`config.mk`:
```
export PLATFORM = sky130hd
export DESIGN_NAME = planar_chain_forward_kinematics
export DESIGN_NICKNAME = d
export VERILOG_FILES = /design/src/hw/rtl/pcfk_pkg.sv /design/src/hw/rtl/planar_chain_forward_kinematics.sv /design/src/hw/rtl/pcfk_rotator.sv
export SDC_FILE = /design/constraint.sdc
export NUM_CORES = 2
export LEC_CHECK = 0
export BUFFER_PORTS_ARGS = -buffer_cell sky130_fd_sc_hd__buf_4
export CAP_MARGIN = 20
export CORE_UTILIZATION = 50
export CTS_CLUSTER_SIZE = 8
export DETAILED_ROUTE_END_ITERATION = 6
export GPL_ROUTABILITY_DRIVEN = 0
export HOLD_SLACK_MARGIN = 0.05
export PLACE_DENSITY = 0.67
export SETUP_SLACK_MARGIN = 0.5
export SKIP_LAST_GASP = 1
export SLEW_MARGIN = 15
export SYNTH_ARGS = -nofsm -noshare
export SYNTH_HDL_FRONTEND = slang
export SYNTH_HIERARCHICAL = 1
export SYNTH_SLANG_ARGS = --single-unit
```
`constraint.sdc`:
```
create_clock -name clock -period 26.4 [get_ports clock]
set_clock_uncertainty 0.1 [all_clocks]
set_input_delay 2.64 -clock clock [delete_from_list [all_inputs] [get_ports clock]]
set_output_delay 2.64 -clock clock [all_outputs]
set_load 0.02 [all_outputs]
```
`src/hw/rtl/pcfk_pkg.sv`:
```
// Shared types, constants and saturation helpers for the planar chain kinematics block.
`timescale 1ns / 1ps

package pcfk_pkg;

   // Configuration register indexes
   localparam int CSR_INDEX_W = 3;
   localparam logic [CSR_INDEX_W-1:0] CSR_BAR_COUNT   = 3'd0;
   localparam logic [CSR_INDEX_W-1:0] CSR_FIXED_MASK  = 3'd1;
   localparam logic [CSR_INDEX_W-1:0] CSR_FIXED_LOW   = 3'd2;
   localparam logic [CSR_INDEX_W-1:0] CSR_FIXED_HIGH  = 3'd3;
   localparam logic [CSR_INDEX_W-1:0] CSR_ANGLE_DEG   = 3'd4;

   // Angle to 32-bit phase scale factors (one turn = 2^32), Q16
   localparam logic [32:0] K_RAD = 33'd5468522205;
   localparam logic [32:0] K_DEG = 33'd6108397932;

   // CORDIC gain compensation, Q16
   localparam logic [32:0] GAIN_Q16 = 33'd39797;

   // Rounding constant for the Q16 fraction of the rotated vector
   localparam int RND_HALF = 32768;

   // Rotation datapath widths
   localparam int XY_W = 36;
   localparam int Z_W  = 34;

   // Arctangent table in turns scaled by 2^32
   localparam int ATAN_DEPTH = 24;
   localparam int ATAN_IDX_W = 5;
   localparam logic [31:0] ATAN_TURN [ATAN_DEPTH] = '{
      32'd536870912, 32'd316933406, 32'd167458907, 32'd85004756,
      32'd42667331,  32'd21354465,  32'd10679838,  32'd5340245,
      32'd2670163,   32'd1335087,   32'd667544,    32'd333772,
      32'd166886,    32'd83443,     32'd41722,     32'd20861,
      32'd10430,     32'd5215,      32'd2608,      32'd1304,
      32'd652,       32'd326,       32'd163,       32'd81
   };

   // Rotator sequencer states
   typedef enum logic [2:0] {
      ROT_IDLE,
      ROT_PHASE,
      ROT_GAIN,
      ROT_ITER,
      ROT_ROUND,
      ROT_HOLD
   } rot_state_type;

   // One rotation job
   typedef struct packed {
      logic [15:0]        len;
      logic signed [15:0] angle;
      logic               degrees;
   } rot_op_type;

   // One rotated segment
   typedef struct packed {
      logic signed [16:0] dx;
      logic signed [16:0] dy;
   } rot_result_type;

   // Handshake between chain control and rotator
   typedef struct packed {
      logic idle;
      logic res_valid;
   } rot_status_type;

   // Saturate to the segment range of +-65535
   function automatic logic signed [16:0] sat_seg(input logic signed [20:0] v);
      logic signed [16:0] r;
      if (v > 21'sd65535) begin
         r = 17'sd65535;
      end else if (v < -21'sd65535) begin
         r = -17'sd65535;
      end else begin
         r = v[16:0];
      end
      return r;
   endfunction

   // Saturate to the 20-bit signed end point range
   function automatic logic signed [19:0] sat_run(input logic signed [20:0] v);
      logic signed [19:0] r;
      if (v > 21'sd524287) begin
         r = 20'sd524287;
      end else if (v < -21'sd524288) begin
         r = -20'sd524288;
      end else begin
         r = v[19:0];
      end
      return r;
   endfunction

endpackage

```
`src/hw/rtl/planar_chain_forward_kinematics.sv`:
```
// Top level: configuration registers, chain bookkeeping and result word register.
`timescale 1ns / 1ps

// Each accepted word is one bar; the block answers with one result word per bar,
// carrying the segment vector, the running end point, the bar index and tlast on
// the final bar. With bar_count zero a word is taken and dropped. A bar goes from
// acceptance to a valid result by two passes through the shared multiplier for
// phase and gain scaling, one CORDIC step per cycle in a single shift-add unit,
// a rounding step and a load of the result register. req_tready is low while a
// bar is in the rotator; a finished result waits in the output register while
// the next bar is already accepted.
module planar_chain_forward_kinematics #(
   parameter int MAX_BARS     = 8,
   parameter int CORDIC_STEPS = 16
) (
   input  logic        clock,
   input  logic        reset,
   // angle [15:0], var_length [31:16]
   input  logic        req_tvalid,
   output logic        req_tready,
   input  logic [31:0] req_tdata,
   // seg_dx [16:0], seg_dy [33:17], end_x [53:34], end_y [73:54],
   // bar_number [76:74], zero fill [79:77]
   output logic        rsp_tvalid,
   input  logic        rsp_tready,
   output logic [79:0] rsp_tdata,
   output logic        rsp_tlast,
   input  logic        csr_valid,
   output logic        csr_ready,
   input  logic [pcfk_pkg::CSR_INDEX_W-1:0] csr_index,
   input  logic [63:0] csr_data
);

   localparam logic [3:0] MAX_N = 4'(MAX_BARS);

   // Configuration registers
   logic [3:0]   bar_count_ff;
   logic [7:0]   fixed_mask_ff;
   logic [63:0]  fixed_low_ff;
   logic [63:0]  fixed_high_ff;
   logic         angle_deg_ff;

   // Chain state
   logic [2:0]   bar_pos_ff, bar_pos_in;
   logic [3:0]   fixed_used_ff, fixed_used_in;
   logic signed [19:0] run_x_ff, run_x_in;
   logic signed [19:0] run_y_ff, run_y_in;

   // Bar in flight
   logic [2:0]   cur_pos_ff, cur_pos_in;
   logic         cur_last_ff, cur_last_in;

   // Result word register
   logic         rsp_valid_ff, rsp_valid_in;
   logic [76:0]  rsp_data_ff, rsp_data_in;
   logic         rsp_last_ff, rsp_last_in;

   logic [3:0]   count_n;
   logic [2:0]   pos;
   logic         last;
   logic [127:0] fixed_all;
   logic [3:0]   used_base;
   logic         use_fixed;
   logic         req_accept;
   logic         start;
   logic         take;
   pcfk_pkg::rot_op_type     op;
   pcfk_pkg::rot_status_type rot_status;
   pcfk_pkg::rot_result_type rot_result;

   pcfk_rotator #(
      .CORDIC_STEPS(CORDIC_STEPS)
   ) u_rotator (
      .clock  (clock),
      .reset  (reset),
      .start  (start),
      .op     (op),
      .take   (take),
      .status (rot_status),
      .result (rot_result)
   );

   // Decode the incoming bar against the chain state
   assign count_n    = (bar_count_ff > MAX_N) ? MAX_N : bar_count_ff;
   assign pos        = ({1'b0, bar_pos_ff} >= count_n) ? 3'd0 : bar_pos_ff;
   assign last       = (4'({1'b0, pos} + 4'd1) == count_n);
   assign fixed_all  = {fixed_high_ff, fixed_low_ff};
   // fixed lengths consumed so far, counting from zero at chain start
   assign used_base  = (pos == 3'd0) ? 4'd0 : fixed_used_ff;
   assign use_fixed  = fixed_mask_ff[pos] && !used_base[3];
   assign req_tready = rot_status.idle;
   assign req_accept = req_tvalid && req_tready;
   assign start      = req_accept && (count_n != 4'd0);
   assign take       = rot_status.res_valid && (!rsp_valid_ff || rsp_tready);
   assign csr_ready  = 1'b1;

   always_comb begin
      op.angle   = $signed(req_tdata[15:0]);
      op.degrees = angle_deg_ff;
      op.len     = req_tdata[31:16];
      bar_pos_in    = bar_pos_ff;
      fixed_used_in = fixed_used_ff;
      run_x_in      = run_x_ff;
      run_y_in      = run_y_ff;
      cur_pos_in    = cur_pos_ff;
      cur_last_in   = cur_last_ff;
      rsp_valid_in  = rsp_valid_ff && !rsp_tready;
      rsp_data_in   = rsp_data_ff;
      rsp_last_in   = rsp_last_ff;
      // start a bar: clear at chain start, pick fixed or variable length
      if (start) begin
         if (pos == 3'd0) begin
            fixed_used_in = '0;
            run_x_in      = '0;
            run_y_in      = '0;
         end
         if (use_fixed) begin
            op.len        = fixed_all[16*used_base[2:0] +: 16];
            fixed_used_in = used_base + 4'd1;
         end
         cur_pos_in  = pos;
         cur_last_in = last;
         bar_pos_in  = last ? 3'd0 : 3'(pos + 3'd1);
      end
      // finish a bar: accumulate end point, load the result word
      if (take) begin
         run_x_in     = pcfk_pkg::sat_run(21'(run_x_ff) + 21'(rot_result.dx));
         run_y_in     = pcfk_pkg::sat_run(21'(run_y_ff) + 21'(rot_result.dy));
         rsp_valid_in = 1'b1;
         rsp_data_in  = {cur_pos_ff, run_y_in, run_x_in, rot_result.dy, rot_result.dx};
         rsp_last_in  = cur_last_ff;
      end
   end

   // Configuration writes
   always_ff @(posedge clock) begin
      if (reset) begin
         bar_count_ff  <= '0;
         fixed_mask_ff <= '0;
         fixed_low_ff  <= '0;
         fixed_high_ff <= '0;
         angle_deg_ff  <= 1'b0;
      end else if (csr_valid && csr_ready) begin
         unique case (csr_index)
            pcfk_pkg::CSR_BAR_COUNT:  bar_count_ff  <= csr_data[3:0];
            pcfk_pkg::CSR_FIXED_MASK: fixed_mask_ff <= csr_data[7:0];
            pcfk_pkg::CSR_FIXED_LOW:  fixed_low_ff  <= csr_data;
            pcfk_pkg::CSR_FIXED_HIGH: fixed_high_ff <= csr_data;
            pcfk_pkg::CSR_ANGLE_DEG:  angle_deg_ff  <= csr_data[0];
            default: begin
            end
         endcase
      end
   end

   // Chain state and result valid
   always_ff @(posedge clock) begin
      if (reset) begin
         bar_pos_ff    <= '0;
         fixed_used_ff <= '0;
         run_x_ff      <= '0;
         run_y_ff      <= '0;
         rsp_valid_ff  <= 1'b0;
      end else begin
         bar_pos_ff    <= bar_pos_in;
         fixed_used_ff <= fixed_used_in;
         run_x_ff      <= run_x_in;
         run_y_ff      <= run_y_in;
         rsp_valid_ff  <= rsp_valid_in;
      end
   end

   // Payload
   always_ff @(posedge clock) begin
      cur_pos_ff  <= cur_pos_in;
      cur_last_ff <= cur_last_in;
      rsp_data_ff <= rsp_data_in;
      rsp_last_ff <= rsp_last_in;
   end

   assign rsp_tvalid = rsp_valid_ff;
   assign rsp_tdata  = {3'b000, rsp_data_ff};
   assign rsp_tlast  = rsp_last_ff;

   // A word dropped for a zero bar count leaves the chain untouched
   a_drop_keeps_chain: assert property (@(posedge clock) disable iff (reset)
      (req_accept && count_n == 4'd0) |=> ($stable(bar_pos_ff) && $stable(run_x_ff)))
      else $error("dropped word changed chain state");

   // A started bar holds off the input until the rotator is free again
   a_busy_after_start: assert property (@(posedge clock) disable iff (reset)
      start |=> !req_tready)
      else $error("input ready while a bar is in flight");

   // A finished rotation waits until the result register can take it
   a_result_waits: assert property (@(posedge clock) disable iff (reset)
      (rot_status.res_valid && !take) |=> rot_status.res_valid)
      else $error("rotation result lost");

   // Loading the result register always raises rsp_tvalid
   a_take_shows: assert property (@(posedge clock) disable iff (reset)
      take |=> rsp_tvalid)
      else $error("result word not presented");

   // Bar position stays inside the chain limit
   a_pos_bound: assert property (@(posedge clock) disable iff (reset)
      {1'b0, bar_pos_ff} < MAX_N)
      else $error("bar position out of range");

endmodule

```
`src/hw/rtl/pcfk_rotator.sv`:
```
// Sequenced rotator: shared multiplier for phase and gain, then iterative CORDIC.
`timescale 1ns / 1ps

module pcfk_rotator #(
   parameter int CORDIC_STEPS = 16
) (
   input  logic                     clock,
   input  logic                     reset,
   input  logic                     start,
   input  pcfk_pkg::rot_op_type     op,
   input  logic                     take,
   output pcfk_pkg::rot_status_type status,
   output pcfk_pkg::rot_result_type result
);

   localparam int STEP_W = (CORDIC_STEPS > 1) ? $clog2(CORDIC_STEPS) : 1;
   localparam logic [STEP_W-1:0] STEP_LAST = STEP_W'(CORDIC_STEPS - 1);
   localparam int XY_W = pcfk_pkg::XY_W;
   localparam int Z_W  = pcfk_pkg::Z_W;

   pcfk_pkg::rot_state_type state_ff, state_in;

   logic [15:0]            len_ff, len_in;
   logic signed [15:0]     angle_ff, angle_in;
   logic                   deg_ff, deg_in;
   logic signed [XY_W-1:0] x_ff, x_in;
   logic signed [XY_W-1:0] y_ff, y_in;
   logic signed [Z_W-1:0]  z_ff, z_in;
   logic                   flip_ff, flip_in;
   logic [STEP_W-1:0]      step_ff, step_in;
   pcfk_pkg::rot_result_type res_ff, res_in;

   // Shared multiplier: signed 17 x signed 34
   logic signed [16:0]     mul_a;
   logic signed [33:0]     mul_b;
   logic signed [50:0]     product;
   logic [31:0]            phase;
   logic signed [XY_W-1:0] xs, ys;
   logic signed [Z_W-1:0]  atan;
   logic signed [XY_W-1:0] xr, yr;
   logic signed [20:0]     xq, yq;

   assign product = 51'(mul_a) * 51'(mul_b);
   assign phase   = product[47:16];
   assign xs      = x_ff >>> step_ff;
   assign ys      = y_ff >>> step_ff;
   assign atan    = Z_W'({2'b00,
                     pcfk_pkg::ATAN_TURN[pcfk_pkg::ATAN_IDX_W'(step_ff)]});
   assign xr      = (x_ff + XY_W'(pcfk_pkg::RND_HALF)) >>> 16;
   assign yr      = (y_ff + XY_W'(pcfk_pkg::RND_HALF)) >>> 16;
   assign xq      = flip_ff ? -xr[20:0] : xr[20:0];
   assign yq      = flip_ff ? -yr[20:0] : yr[20:0];

   // Sequence one rotation
   always_comb begin
      state_in = state_ff;
      len_in   = len_ff;
      angle_in = angle_ff;
      deg_in   = deg_ff;
      x_in     = x_ff;
      y_in     = y_ff;
      z_in     = z_ff;
      flip_in  = flip_ff;
      step_in  = step_ff;
      res_in   = res_ff;
      mul_a    = {1'b0, len_ff};
      mul_b    = {1'b0, pcfk_pkg::GAIN_Q16};
      unique case (state_ff)
         pcfk_pkg::ROT_IDLE: begin
            if (start) begin
               len_in   = op.len;
               angle_in = op.angle;
               deg_in   = op.degrees;
               state_in = pcfk_pkg::ROT_PHASE;
            end
         end
         pcfk_pkg::ROT_PHASE: begin
            // map angle to phase, fold second and third quarter by half a turn
            mul_a    = {angle_ff[15], angle_ff};
            mul_b    = {1'b0, deg_ff ? pcfk_pkg::K_DEG : pcfk_pkg::K_RAD};
            flip_in  = phase[31] ^ phase[30];
            z_in     = Z_W'($signed({phase[31] ^ (phase[31] ^ phase[30]), phase[30:0]}));
            state_in = pcfk_pkg::ROT_GAIN;
         end
         pcfk_pkg::ROT_GAIN: begin
            // prescale length by the inverse CORDIC gain
            x_in     = product[XY_W-1:0];
            y_in     = '0;
            step_in  = '0;
            state_in = pcfk_pkg::ROT_ITER;
         end
         pcfk_pkg::ROT_ITER: begin
            if (!z_ff[Z_W-1]) begin
               x_in = x_ff - ys;
               y_in = y_ff + xs;
               z_in = z_ff - atan;
            end else begin
               x_in = x_ff + ys;
               y_in = y_ff - xs;
               z_in = z_ff + atan;
            end
            step_in = step_ff + STEP_W'(1);
            if (step_ff == STEP_LAST) begin
               state_in = pcfk_pkg::ROT_ROUND;
            end
         end
         pcfk_pkg::ROT_ROUND: begin
            res_in.dx = pcfk_pkg::sat_seg(xq);
            res_in.dy = pcfk_pkg::sat_seg(yq);
            state_in  = pcfk_pkg::ROT_HOLD;
         end
         pcfk_pkg::ROT_HOLD: begin
            if (take) begin
               state_in = pcfk_pkg::ROT_IDLE;
            end
         end
         default: begin
            state_in = pcfk_pkg::ROT_IDLE;
         end
      endcase
   end

   always_ff @(posedge clock) begin
      if (reset) begin
         state_ff <= pcfk_pkg::ROT_IDLE;
      end else begin
         state_ff <= state_in;
      end
   end

   always_ff @(posedge clock) begin
      len_ff   <= len_in;
      angle_ff <= angle_in;
      deg_ff   <= deg_in;
      x_ff     <= x_in;
      y_ff     <= y_in;
      z_ff     <= z_in;
      flip_ff  <= flip_in;
      step_ff  <= step_in;
      res_ff   <= res_in;
   end

   assign status.idle      = (state_ff == pcfk_pkg::ROT_IDLE);
   assign status.res_valid = (state_ff == pcfk_pkg::ROT_HOLD);
   assign result           = res_ff;

endmodule

```
==> results.md <==
- Status: completed
- DR WL/cell: 19.8 um
- DRT antenna net count: 0
- RSZ-0062 raised after global routing: false
- First-pass DRT Iterations: 6
- Synth async-reset ratio: 0%
- Max_cap viols: 0
- Top cells by area, synth: edfxtp_1 16%, fa_1 15%, ha_1 9.7%
- Clock Sinks: 452
- Worst Setup End Kind: flop
- Clk slew on worst S/H paths: 0.05 ns
- Mapped cell area: 47700 sq um
- FP Rows: 112
- CTS tree: built
- Main synth FF type: edfxtp_1
- H-tree levels: 3
- GRT overflow: 0
- Nature of the critical path startpoint: flop
- Vias in the first global route: 37191
- Largest family of logic cells by synthesized area: adder cells
- # resized after CTS: 0
- Mux contribution to synthesized area: 6.98%
- Final hold violation count: 0
- Drt drc: 0
- Setup TNS: 0 ns
- Count leader, synth: nand2_1
- Synth Area in XOR/XNOR: 6.26%
- Largest net degree at the start of global routing: 113
- Final min period: 10.11 ns
- Post-synth EDFFs: 260
- Yosys warns: 6
- First-pass GRT wire length: 207000 um
- DP HPWL: 101000 um
- Pins Over Slew Limit: 0
- Crit path largest cell delay: 0.79 ns
- Tot GR Track Use: 26.7%
- Clock buffer depth: 3
- Initial antenna violation count: 1
- Adder-cell share of the synthesized area: 25.0%
- Die Y: 311 um
- Post-Syn Instances: 5318
- Total CTS buffers: 68
- Slowest-stage cell, CP: inv_1
- DIE WIDTH: 311 um
- # setup viols final: 0
- Area share of the largest cell type after synthesis: 16.4%
- Synth Register Bits: 452
- Cts hold-fix bufs: 0
- Fin crit share: 38.3%
- P&R area growth vs syn: 8.73%
- Vias: 38551
- Final net count: 6176
- Yosys cell types: 115
- Initial cell density of the core: 50.8%
- PortBufs: 183
- CP Data Required Time: 26.68 ns
- Worst Path Max Fanout: 33
- Simple-gate share of the synthesized area: 13.8%
- Share of cells above drive strength 1: 9.56%
- Arrival @ worst endpoint: 10.38 ns
- Slew headroom: 27.3%
- Die area: 96600 sq um
- Mean Syn Cell Area: 8.96 sq um
- Post-synthesis sequential area ratio: 24.4%
- Post-CTS setup buffer count: 0
- Initial DRC Count: 3498
- Synth Area in Compound Gates: 15.7%
- WS Path Type: reg2reg
- I/O pin count: 188
- Commonest cells post-synth: 655 x nand2_1, 645 x inv_1, 452 x a21oi_1
- Worst Hold Class: reg2reg
- Root Driver: clkbuf_16
- Cell taking the most area after synthesis: edfxtp_1
- F_max: 98.9 MHz
- Worst Max-Slew Pin Slew: 1.09 ns
- Clk_lat worst skew: 0.65 ns
- Ant. Diodes: 0
- DRT Wirelength: 131000 um
- Core area: 93900 sq um
- Vias per cell: 5.80
-- worst max-delay path, delay by kind of cell (launching register included) --
kind | cells | cell delay [ns]
compound gates | 7 | 2.20
flops | 1 | 0.48
fa+ha+maj | 7 | 3.50
xor+xnor | 1 | 0.10
buf+inv | 7 | 1.47
simple gates | 5 | 1.99
-- path summary, 6_finish.rpt --
check / start / end / slack, ns / depth (start not counted)
setup / recovery: u_rotator/state_ff[0] / u_rotator/flip_ff / 16.29 / 27
hold / removal: cur_pos_ff[1] / rsp_data_ff[75] / 0.31 / 0
setup reg to reg: u_rotator/state_ff[0] / u_rotator/flip_ff / 16.29 / 27
hold reg to reg: cur_pos_ff[1] / rsp_data_ff[75] / 0.31 / 0
-- metal layers --
| layer | wire length (um) | vias up | track usage (%) |
|---|---|---|---|
| met5 | 16 | - | 0 |
| li1 | - | 18366 | - |
| met4 | 4520 | 2 | 9.06 |
| met2 | 60400 | 1499 | 42.9 |
| met3 | 10700 | 259 | 5.72 |
| met1 | 55500 | 18425 | 35.7 |
-- cell usage in the layout (no fill, tap or decap), types with 42 or more instances in the layout --
cell and instances:
nand2_1 654, nor3_1 50, and3_1 59, clkbuf_16 69, edfxtp_1 260, xor2_1 126
dfxtp_1 191, mux2i_1 105, o21ai_0 216, mux4_2 85, o211ai_1 42, a31oi_1 62
a21o_1 95, a21oi_1 451, fa_1 355, buf_4 220, nand3_1 103, inv_1 644
xnor2_1 210, nor2_1 325, ha_1 371
-- state kept, by name, indices dropped and copies added, names as in the netlist, 3 cells and up --
name,flops
bar_count_ff,4
u_rotator/z_ff,34
fixed_low_ff,64
u_rotator/x_ff,36
u_rotator/result,34
bar_pos_ff,3
fixed_used_ff,4
u_rotator/step_ff,4
u_rotator/angle_ff,16
u_rotator/len_ff,16
u_rotator/state_ff,3
fixed_high_ff,64
cur_pos_ff,3
u_rotator/y_ff,36
fixed_mask_ff,8
rsp_data_ff,77
run_y_ff,20
run_x_ff,20
-- stage by stage --
stage | util, % | area (sq um) | hold slack (ns) | setup slack, ns | cells
after floorplan | - | 47700 | 0.300 | 18.15 | 5325
after global placement | 53.0 | 49800 | 0.307 | 16.56 | 6527
after detailed placement | 53.0 | 49800 | 0.308 | 16.45 | 6528
after CTS | 55.1 | 51800 | 0.317 | 16.42 | 6639
after global routing | 55.2 | 51800 | 0.327 | 15.77 | 6641
final | 55.2 | 51800 | 0.315 | 16.29 | 6641
-- kinds of logic (layout without fill, tap and decap cells) --
family | Yosys count | count (layout)
AND/OR/NAND/NOR | 1447 | 1447
AO/OA/AOI/OAI | 1192 | 1192
buffers and inverters | 920 | 982
adder cells (fa/ha/maj) | 743 | 743
flip-flops | 452 | 452
XOR/XNOR | 338 | 338
multiplexers | 222 | 222
other | 4 | 11
-- final cells by class --
cell class                      count  area (sq um)
Timing Repair Buffer              223          1720
Clock inverter                     10           130
Fill cell                        8574         42100
Tap cell                         1254          1570
Clock buffer                      101          1870
Inverter                          648          2430
Sequential cell                   452         11700
Multi-Input combinational cell   3953         32500
Power is not shown: default switching activity piles up to over one toggle a cycle in this logic, so the estimate is an artifact.
